`src/rtl/utf8_stream_decoder_assert.svh`:
```
// assertion macros for the utf8 stream decoder
`ifndef UTF8_STREAM_DECODER_ASSERT_SVH
`define UTF8_STREAM_DECODER_ASSERT_SVH

`ifndef SYNTHESIS
// clocked check, held off while in reset
`define UTF8SD_ASSERT(label, clk, rst, prop) \
  label: assert property (@(posedge clk) disable iff (rst) prop) \
    else $error("utf8 decoder check failed");
// clocked check, active during reset as well
`define UTF8SD_ASSERT_ALWAYS(label, clk, prop) \
  label: assert property (@(posedge clk) prop) \
    else $error("utf8 decoder check failed");
`else
`define UTF8SD_ASSERT(label, clk, rst, prop)
`define UTF8SD_ASSERT_ALWAYS(label, clk, prop)
`endif

`endif

```
`src/rtl/utf8sd_pkg.sv`:
```
package utf8sd_pkg;

  // field widths of a request and a result
  localparam int BYTE_W = 8;
  localparam int CP_W   = 32;
  localparam int LEN_W  = 3;
  localparam int OUT_W  = 40;
  localparam int PAD_W  = OUT_W - CP_W - LEN_W - 1;

  // continuation byte recognition
  localparam logic [BYTE_W-1:0] CONT_MASK    = 8'hC0;
  localparam logic [BYTE_W-1:0] CONT_PREFIX  = 8'h80;
  localparam logic [BYTE_W-1:0] PAYLOAD_MASK = 8'h3F;
  localparam logic [BYTE_W-1:0] ALL_ONES     = 8'hFF;

  // leading one counts with special meaning
  localparam logic [3:0] LEAD_PLAIN = 4'd0;
  localparam logic [3:0] LEAD_SOLO  = 4'd1;
  localparam logic [3:0] LEAD_FULL  = 4'd8;

  // one decoded character
  typedef struct packed {
    logic             bad_continuation;
    logic [LEN_W-1:0] seq_length;
    logic [CP_W-1:0]  code_point;
  } result_t;

endpackage

```
`src/rtl/utf8_stream_decoder.sv`:
```
// utf8 stream decoder: one byte per request, one code point per character
// a result is shown in the cycle after its last byte is accepted
// throughput: one byte per cycle; the single result register sets the rate,
// and a new byte is taken whenever that register is empty or being drained
// reset (rst, synchronous, active high) returns to idle and drops any result
`include "utf8_stream_decoder_assert.svh"

module utf8_stream_decoder #(
  parameter int CODE_WIDTH = 32
) (
  input  logic        clk,
  input  logic        rst,
  input  logic        s_axis_tvalid,
  output logic        s_axis_tready,
  input  logic [7:0]  s_axis_tdata,  // [7:0] data_byte
  output logic        m_axis_tvalid,
  input  logic        m_axis_tready,
  output logic [39:0] m_axis_tdata   // [31:0] code_point, [34:32] seq_length,
                                     // [35] bad_continuation, [39:36] zero
);

  // decoder state
  logic [2:0]            remaining;
  logic [2:0]            remaining_next;
  logic [CODE_WIDTH-1:0] acc;
  logic [CODE_WIDTH-1:0] acc_next;
  logic [2:0]            seq_len;
  logic [2:0]            seq_len_next;
  logic                  err;
  logic                  err_next;

  // result register
  logic                  out_valid;
  utf8sd_pkg::result_t   out_res;
  utf8sd_pkg::result_t   res_next;
  logic                  emit;

  logic                  accept;
  logic [3:0]            lead_ones;
  logic [7:0]            lead_bits;
  logic [CODE_WIDTH+31:0] acc_wide;

  assign s_axis_tready = !out_valid || m_axis_tready;
  assign accept        = s_axis_tvalid && s_axis_tready;

  // count of leading one bits of the byte
  always_comb begin
    if (!s_axis_tdata[7]) begin
      lead_ones = 4'd0;
    end else if (!s_axis_tdata[6]) begin
      lead_ones = 4'd1;
    end else if (!s_axis_tdata[5]) begin
      lead_ones = 4'd2;
    end else if (!s_axis_tdata[4]) begin
      lead_ones = 4'd3;
    end else if (!s_axis_tdata[3]) begin
      lead_ones = 4'd4;
    end else if (!s_axis_tdata[2]) begin
      lead_ones = 4'd5;
    end else if (!s_axis_tdata[1]) begin
      lead_ones = 4'd6;
    end else if (!s_axis_tdata[0]) begin
      lead_ones = 4'd7;
    end else begin
      lead_ones = 4'd8;
    end
  end

  // bits of a lead byte below its length prefix
  assign lead_bits = s_axis_tdata & (utf8sd_pkg::ALL_ONES >> lead_ones);

  // next state and result for the byte on the input
  always_comb begin
    remaining_next = remaining;
    acc_next       = acc;
    seq_len_next   = seq_len;
    err_next       = err;
    emit           = 1'b0;
    res_next.code_point       = '0;
    res_next.seq_length       = 3'd1;
    res_next.bad_continuation = 1'b0;
    acc_wide = '0;

    if (remaining == 3'd0) begin
      if (lead_ones == utf8sd_pkg::LEAD_PLAIN || lead_ones == utf8sd_pkg::LEAD_FULL) begin
        // plain character, state untouched
        emit = 1'b1;
        res_next.code_point = {24'd0, s_axis_tdata};
      end else begin
        acc_next     = {{(CODE_WIDTH-8){1'b0}}, lead_bits};
        seq_len_next = lead_ones[2:0];
        err_next     = 1'b0;
        if (lead_ones == utf8sd_pkg::LEAD_SOLO) begin
          // stray continuation byte taken as a one byte sequence
          emit = 1'b1;
          res_next.code_point = {24'd0, lead_bits};
        end else begin
          remaining_next = lead_ones[2:0] - 3'd1;
        end
      end
    end else begin
      // following byte: append six bits, flag a bad prefix
      if ((s_axis_tdata & utf8sd_pkg::CONT_MASK) != utf8sd_pkg::CONT_PREFIX) begin
        err_next = 1'b1;
      end
      acc_next       = {acc[CODE_WIDTH-7:0], s_axis_tdata[5:0]};
      remaining_next = remaining - 3'd1;
      acc_wide       = {32'd0, acc_next};
      if (remaining_next == 3'd0) begin
        emit = 1'b1;
        res_next.code_point       = acc_wide[31:0];
        res_next.seq_length       = seq_len;
        res_next.bad_continuation = err_next;
      end
    end
  end

  // state update on an accepted request
  always_ff @(posedge clk) begin
    if (rst) begin
      remaining <= 3'd0;
      acc       <= '0;
      seq_len   <= 3'd0;
      err       <= 1'b0;
    end else if (accept) begin
      remaining <= remaining_next;
      acc       <= acc_next;
      seq_len   <= seq_len_next;
      err       <= err_next;
    end
  end

  // result register and its valid flag
  always_ff @(posedge clk) begin
    if (rst) begin
      out_valid <= 1'b0;
    end else if (accept && emit) begin
      out_valid <= 1'b1;
    end else if (m_axis_tready) begin
      out_valid <= 1'b0;
    end
  end

  always_ff @(posedge clk) begin
    if (accept && emit) begin
      out_res <= res_next;
    end
  end

  assign m_axis_tvalid = out_valid;
  assign m_axis_tdata  = {{utf8sd_pkg::PAD_W{1'b0}}, out_res};

  // a stalled input only ever means a result is waiting
  `UTF8SD_ASSERT(a_stall_has_result, clk, rst, !s_axis_tready |-> m_axis_tvalid)
  // mid sequence the length is multi byte and ahead of the count
  `UTF8SD_ASSERT(a_len_ahead, clk, rst, remaining != 3'd0 |-> (seq_len >= 3'd2 && remaining < seq_len))
  // the closing byte of a sequence yields a result next cycle
  `UTF8SD_ASSERT(a_close_emits, clk, rst, (accept && remaining == 3'd1) |=> m_axis_tvalid)
  // a single byte character never carries a continuation error
  `UTF8SD_ASSERT(a_single_clean, clk, rst, (m_axis_tvalid && m_axis_tdata[34:32] == 3'd1) |-> !m_axis_tdata[35])

endmodule
```
`config.mk`:
```
export PLATFORM = sky130hd
export DESIGN_NAME = utf8_stream_decoder
export DESIGN_NICKNAME = d
export VERILOG_FILES = /design/src/rtl/utf8sd_pkg.sv /design/src/rtl/utf8_stream_decoder.sv
export VERILOG_INCLUDE_DIRS = /design/src /design/src/rtl
export SDC_FILE = /design/constraint.sdc
export NUM_CORES = 1
export LEC_CHECK = 0
export ABC_AREA = 0
export BUFFER_PORTS_ARGS = -buffer_cell sky130_fd_sc_hd__buf_2
export CAP_MARGIN = 20
export CORE_ASPECT_RATIO = 0.6
export CORE_MARGIN = 1
export CORE_UTILIZATION = 49
export DETAILED_ROUTE_END_ITERATION = 7
export PLACE_DENSITY = 0.84
export SETUP_SLACK_MARGIN = 0.2
export SLEW_MARGIN = 20
export SYNTH_ARGS = -nofsm -noshare
export SYNTH_HDL_FRONTEND = slang
export SYNTH_SLANG_ARGS = --single-unit
```
`constraint.sdc`:
```
create_clock -name clk -period 3.6 [get_ports clk]
set_input_delay 0.36 -clock clk [delete_from_list [all_inputs] [get_ports clk]]
set_output_delay 0.36 -clock clk [all_outputs]
set_load 0.01 [all_outputs]
```
# After elaboration in Yosys (flattened, before gate mapping)
# Cells that the tools add are included.
dict set report word_totals {
  ff_bits 70
  memories 0
  romBits 0
  ramBits 0
  latch_bits 0
  wordCells 58
  output_inout_bits 42
}
dict set report classes {
  div 0
  reduce_logical 13
  multipliers 0
  n_shift 1
  addsub 2
  bitwise 3
  muxes 26
  order_cmp 0
  eq_ne 5
}
# op count
set ops {}
lappend ops {{$mux W32} 2}
lappend ops {{$mux W26} 2}
lappend ops {{$mux W4} 8}
lappend ops {{$mux W8} 2}
lappend ops {{$mux W1} 9}
lappend ops {{$mux W3} 3}
lappend ops {{$and A8 B8 Y8} 1}
lappend ops {{$shr A8 B4 Y8 const A} 1}
lappend ops {{$logic_not A3 Y1} 2}
lappend ops {{$ne A2 B2 Y1 const B} 3}
lappend ops {{$reduce_and A3 Y1} 2}
lappend ops {{$sub A3 B1 Y3 const B} 2}
lappend ops {{$eq A4 B1 Y1 const B} 1}
lappend ops {{$eq A4 B4 Y1 const B} 1}
lappend ops {{$logic_not A4 Y1} 1}
lappend ops {{$logic_and A1 B1 Y1} 2}
lappend ops {{$logic_or A1 B1 Y1} 2}
lappend ops {{$not A1 Y1} 2}
lappend ops {{$reduce_and A2 Y1} 1}
lappend ops {{$reduce_bool A2 Y1} 1}
lappend ops {{$reduce_or A2 Y1} 1}
lappend ops {{$logic_not A1 Y1} 1}

# Depth between registers and ports, before layout
dict set report logic_depth {
  depth_word 14
  depth_mapped 10
  mapped_depth_nobuf 9
}

# Worst setup path before layout
# OpenSTA, ideal clock, no wires.
dict set report synth_timing {
  kind {input to register}
  startpoint {in s_axis_tdata[7]}
  endpoint {reg out_res, in the netlist m_axis_tdata[0], enable pin}
  slack_ps 86
  setup_ps 429
  stages 8
  required_ps 3171
  arrival_ps 3085
  cell_sequence {buf_2 > nand2b_1 > nand2_1 > a41oi_1 > ha_1 > o211a_4 > nor3_2 > nor2_1}
}
dict set report synth_between {
  elab_chain_len 6
  word_cells_on_any_way 9
  classes_between {2 x eq/ne; 4 x mux; 3 x reduce/logical}
}
# item line
set synth_lines {}
lappend synth_lines {{start: declaration} utf8_stream_decoder.sv:15} ;# input logic [7:0] s_axis_tdata,
lappend synth_lines {{$mux W4 *} utf8_stream_decoder.sv:48} ;# if (!s_axis_tdata[7]) begin
lappend synth_lines {{$eq A4 B1 Y1 (tied with other cells)} utf8_stream_decoder.sv:93} ;# if (lead_ones == utf8sd_pkg::LEAD_SOLO) begin
lappend synth_lines {{$mux W1 / $logic_or A1 B1 Y1 (equally long branches)} {utf8_stream_decoder.sv:93, utf8_stream_decoder.sv:85}}
lappend synth_lines {{$mux W1 *} utf8_stream_decoder.sv:85} ;# if (lead_ones == utf8sd_pkg::LEAD_PLAIN || lead_ones == utf8sd_pkg::LEAD_FULL) begin
lappend synth_lines {{$mux W1 *} utf8_stream_decoder.sv:84} ;# if (remaining == 3'd0) begin
lappend synth_lines {{$logic_and A1 B1 Y1 *} utf8_stream_decoder.sv:145} ;# if (accept && emit) begin
lappend synth_lines {{end signal: assignment} utf8_stream_decoder.sv:146} ;# out_res <= res_next;
lappend synth_lines {{end: declaration} utf8_stream_decoder.sv:34} ;# utf8sd_pkg::result_t out_res;
# Every way passes the cells marked *; elsewhere a longest branch is shown, timed or not.
# A chain may end at the register's enable or synchronous reset.

# Worst setup path in the final report
dict set report layout_timing {
  startpoint {in s_axis_tdata[1]}
  endpoint {reg out_res, in the netlist m_axis_tdata[8], enable pin}
}
dict set report layout_between {
  elab_chain_len 12
  word_cells_on_any_way 15
  classes_between {2 x eq/ne; 10 x mux; 3 x reduce/logical}
}
# item line
set layout_lines {}
lappend layout_lines {{$mux W4 *} utf8_stream_decoder.sv:60} ;# end else if (!s_axis_tdata[1]) begin
lappend layout_lines {{$mux W4 *} utf8_stream_decoder.sv:58} ;# end else if (!s_axis_tdata[2]) begin
lappend layout_lines {{$mux W4 *} utf8_stream_decoder.sv:56} ;# end else if (!s_axis_tdata[3]) begin
lappend layout_lines {{$mux W4 *} utf8_stream_decoder.sv:54} ;# end else if (!s_axis_tdata[4]) begin
lappend layout_lines {{$mux W4 *} utf8_stream_decoder.sv:52} ;# end else if (!s_axis_tdata[5]) begin
lappend layout_lines {{$mux W4 *} utf8_stream_decoder.sv:50} ;# end else if (!s_axis_tdata[6]) begin
lappend layout_lines {{$mux W4 *} utf8_stream_decoder.sv:48}
lappend layout_lines {{named net lead_ones[0]} utf8_stream_decoder.sv:39} ;# logic [3:0] lead_ones;
lappend layout_lines {{$eq A4 B1 Y1 (tied with other cells)} utf8_stream_decoder.sv:93}
lappend layout_lines {{$mux W1 / $logic_or A1 B1 Y1 (equally long branches)} {utf8_stream_decoder.sv:93, utf8_stream_decoder.sv:85}}
lappend layout_lines {{$mux W1 *} utf8_stream_decoder.sv:85}
lappend layout_lines {{$mux W1 *} utf8_stream_decoder.sv:84}
lappend layout_lines {{$logic_and A1 B1 Y1 *} utf8_stream_decoder.sv:145}
# The timed path passes the listed nets; every way through them passes the cells marked *.

==> flow_metrics.tcl <==
set metrics [dict create \
    path_cells "buf_2 > inv_1 > o21ai_0 > a41oi_1 > inv_1 > ha_1 > and3_1 > nor3_2 > nor2_4" \
    drive_gt1_frac 0.249 \
    synth_edf_count 36 \
    nNetsFinal 315 \
    worst-setup-path-type "in2reg" \
    core.rowCount 21 \
    critPathMaxFanout 36 \
    route.detailed.wl_per_inst_um 15.8 \
    synthDistinctLibCells 43 \
    finalCritPeriodShare 0.740 \
    cts-htree-levels 3 \
    final.hold.worst_slack_ns 0.284 \
    grt_pass1_wl_um 9470 \
    cts_sinks 70 \
    die_width_um 102 \
    worst-path-buf-inv 3 \
    n_antenna_cell 0 \
    gr-total-overflow 0 \
    via_per_inst 5.46 \
    die_y_um 61.9 \
    synth-seq-cells 70 \
    worst_slew_pin_slew_ns 1.02 \
    violation_count_after_the_first_detailed_routing_iteration 324 \
    finalCriticalPeriod_ns 2.66 \
    cts_hold_buffers 0 \
    top_level_ports 54 \
    syn_to_final_growth_pct 17.3 \
    unrepaired_setup_endpoints_after_global_routing "no" \
    postCtsResizedCells 0 \
    setup_tns_final_ns 0 \
    synth_async_sr_flop_share 0 \
    synth.top_cells.by_count "sky130_fd_sc_hd__edfxtp_1 (36), sky130_fd_sc_hd__dfxtp_1 (34), sky130_fd_sc_hd__and2_1 (26), sky130_fd_sc_hd__a22o_1 (20), sky130_fd_sc_hd__nand2_1 (14)" \
    yosysMostFrequentCell "sky130_fd_sc_hd__edfxtp_1" \
    drc 0 \
    detailedRoute.firstPassIterationCount 5 \
    met3RoutedLength_um 600 \
    yosysWarnings 0 \
    synthesis.area_um2 2930 \
    place_congestion 0.964 \
    clk-insertion-delay-late_ns 0.35 \
    timing.max_cap.violations 0 \
    worst_hold_path_type "in2reg" \
    final_hold_viol_count 0 \
    dp_hpwl_um 4000 \
    synth_top_cell_area_share 0.369 \
    routed_wl_um 6010 \
    cell_family_with_the_largest_share_of_critical_path_delay "simple AND/OR/NAND/NOR gates" \
    grt_pass1_vias 1874 \
    fmax_ghz 0.376 \
    yosys.area.top_type "sky130_fd_sc_hd__edfxtp_1" \
    met2RoutedLength_um 2510 \
    finClkSkew_ns 0.00711 \
    core_um2 5680 \
    root_driver "sky130_fd_sc_hd__clkbuf_8" \
    number_of_antenna_violations_at_the_first_check_in_global_routing 0 \
    biggest_area_contributors_in_the_synthesized_netlist "sky130_fd_sc_hd__edfxtp_1 (37%), sky130_fd_sc_hd__dfxtp_1 (23%), sky130_fd_sc_hd__a22o_1 (6.0%)" \
    wirelength_met1_um 2820 \
    postSynthCellCount 246 \
    cp-end-kind "flop" \
    cellPowerDensity_nw_per_um2 653 \
    route.antenna.remaining_nets 0 \
    critPathArrivalTime_ns 2.63 \
    maximum_number_of_pins_on_one_net_before_global_route_repair 37 \
    max-slew-margin-rel 0.321 \
    crit_top_cell "sky130_fd_sc_hd__inv_1" \
    synth-seq-area-share 0.602 \
    status "complete, no violations" \
    final_max_slew_viol_count 0 \
    postSynthAreaPerCell_um2 11.9 \
    cts_max_path_buffers 2 \
    finalSetupViolCount 0 \
    placement.io_buffers 49 \
    cts_post_setup_buffers_inserted 0 \
    clock_tree_from_tritoncts "built" \
    die_area_um2 6300 \
    grtUsageTotal 0.210 \
    clkTransAtPathRegs_ns 0.08 \
    worst_ir_drop_vdd_uv 306 \
    yosys_most_used_dff "sky130_fd_sc_hd__edfxtp_1" \
    routed.top_layer "met4" \
    total_leakage_power_uw 0.00135 \
    initial_standard_cell_utilization_of_the_core 0.516 \
    crit_path_top_delay_cell "sky130_fd_sc_hd__nor2_4" \
    numCtsBuffers 9 \
    num_vias 2082 \
    timing.critical_path.required_ns 3.57 \
    critical_path.max_stage_delay_ns 0.79 \
    setup.worst_path.start_class "input port" \
]
[stage by stage]
| step | utilization | power [uW] | setup WS, ns | std cells | instance area [um2] |
|---|---|---|---|---|---|
| 6_report | 0.605 | 2240 | 0.937 | 381 | 3430 |
| 2_1_floorplan | - | 1420 | 0.687 | 249 | 2940 |
| 5_1_grt | 0.605 | 2360 | 0.737 | 381 | 3430 |
| 3_3_place_gp | 0.567 | 1590 | 0.746 | 365 | 3220 |
| 4_1_cts | 0.604 | 2250 | 0.968 | 381 | 3430 |
| 3_5_place_dp | 0.567 | 1600 | 0.595 | 365 | 3220 |
[sequential cells by signal (all words and copies together), names as in the netlist]
name / flops
m_axis_tdata: 36
acc: 26
remaining: 3
seq_len: 3
err: 1
m_axis_tvalid: 1
[routing by layer]
| layer | global-route usage | vias to the layer above |
|---|---|---|
| met4 | 0.0745 | 0 |
| li1 | - | 982 |
| met3 | 0.0861 | 11 |
| met5 | 0 | - |
| met1 | 0.291 | 976 |
| met2 | 0.299 | 113 |
[kinds of logic (layout without fill, tap and decap cells)]
family / after synthesis / after routing / synth area share
AND/OR/NAND/NOR: 92 / 92 / 0.188
other: 1 / 4 / 0.00128
adder cells (fa/ha/maj): 7 / 7 / 0.0299
flip-flops: 70 / 70 / 0.602
AO/OA/AOI/OAI: 52 / 52 / 0.129
multiplexers: 4 / 4 / 0.0137
buffers and inverters: 20 / 72 / 0.0359
[worst paths after layout]
check,start,end,slack (ns),depth (start not counted)
hold / removal,s_axis_tvalid,m_axis_tvalid,0.28,3
setup reg to reg,remaining[0],m_axis_tdata[8],0.96,7
hold reg to reg,acc[5],acc[5],0.47,2
setup / recovery,s_axis_tdata[1],m_axis_tdata[8],0.94,9
[worst register-to-register path: stages (launching register included)]
cell and delay (ns):
sky130_fd_sc_hd__dfxtp_1 0.32, sky130_fd_sc_hd__inv_1 0.11, sky130_fd_sc_hd__ha_1 0.25, sky130_fd_sc_hd__nor2b_1 0.19, sky130_fd_sc_hd__buf_4 0.21, sky130_fd_sc_hd__o211a_4 0.27
sky130_fd_sc_hd__nor3_2 0.12, sky130_fd_sc_hd__nor2_4 0.79
[power breakdown]
part	leakage, uW	switching [uW]	internal (uW)
Clock	0.000103	303	343
Combinational	0.000627	376	192
Sequential	0.000621	45.7	983
Total	0.00135	725	1520
[final cells by class]
class                      instances  area (um2)
fill                             473        2240
sequential                        70        1760
multi-input combinational        159        1090
timing repair buffer              51         260
clock buffer                      10         138
tap                               80         100
clock inverter                     6        68.8
inverter                           5        18.8
[cells in the final DEF, fill, tap and decap left out, drive strengths merged, types with 9 or more instances in the layout]
master / instances
nor2: 15
a22o: 20
clkbuf: 10
buf: 51
and2: 27
edfxtp: 36
a21oi: 12
dfxtp: 34
nand3: 9
nand2: 14
(Power assumes the default switching activity.)
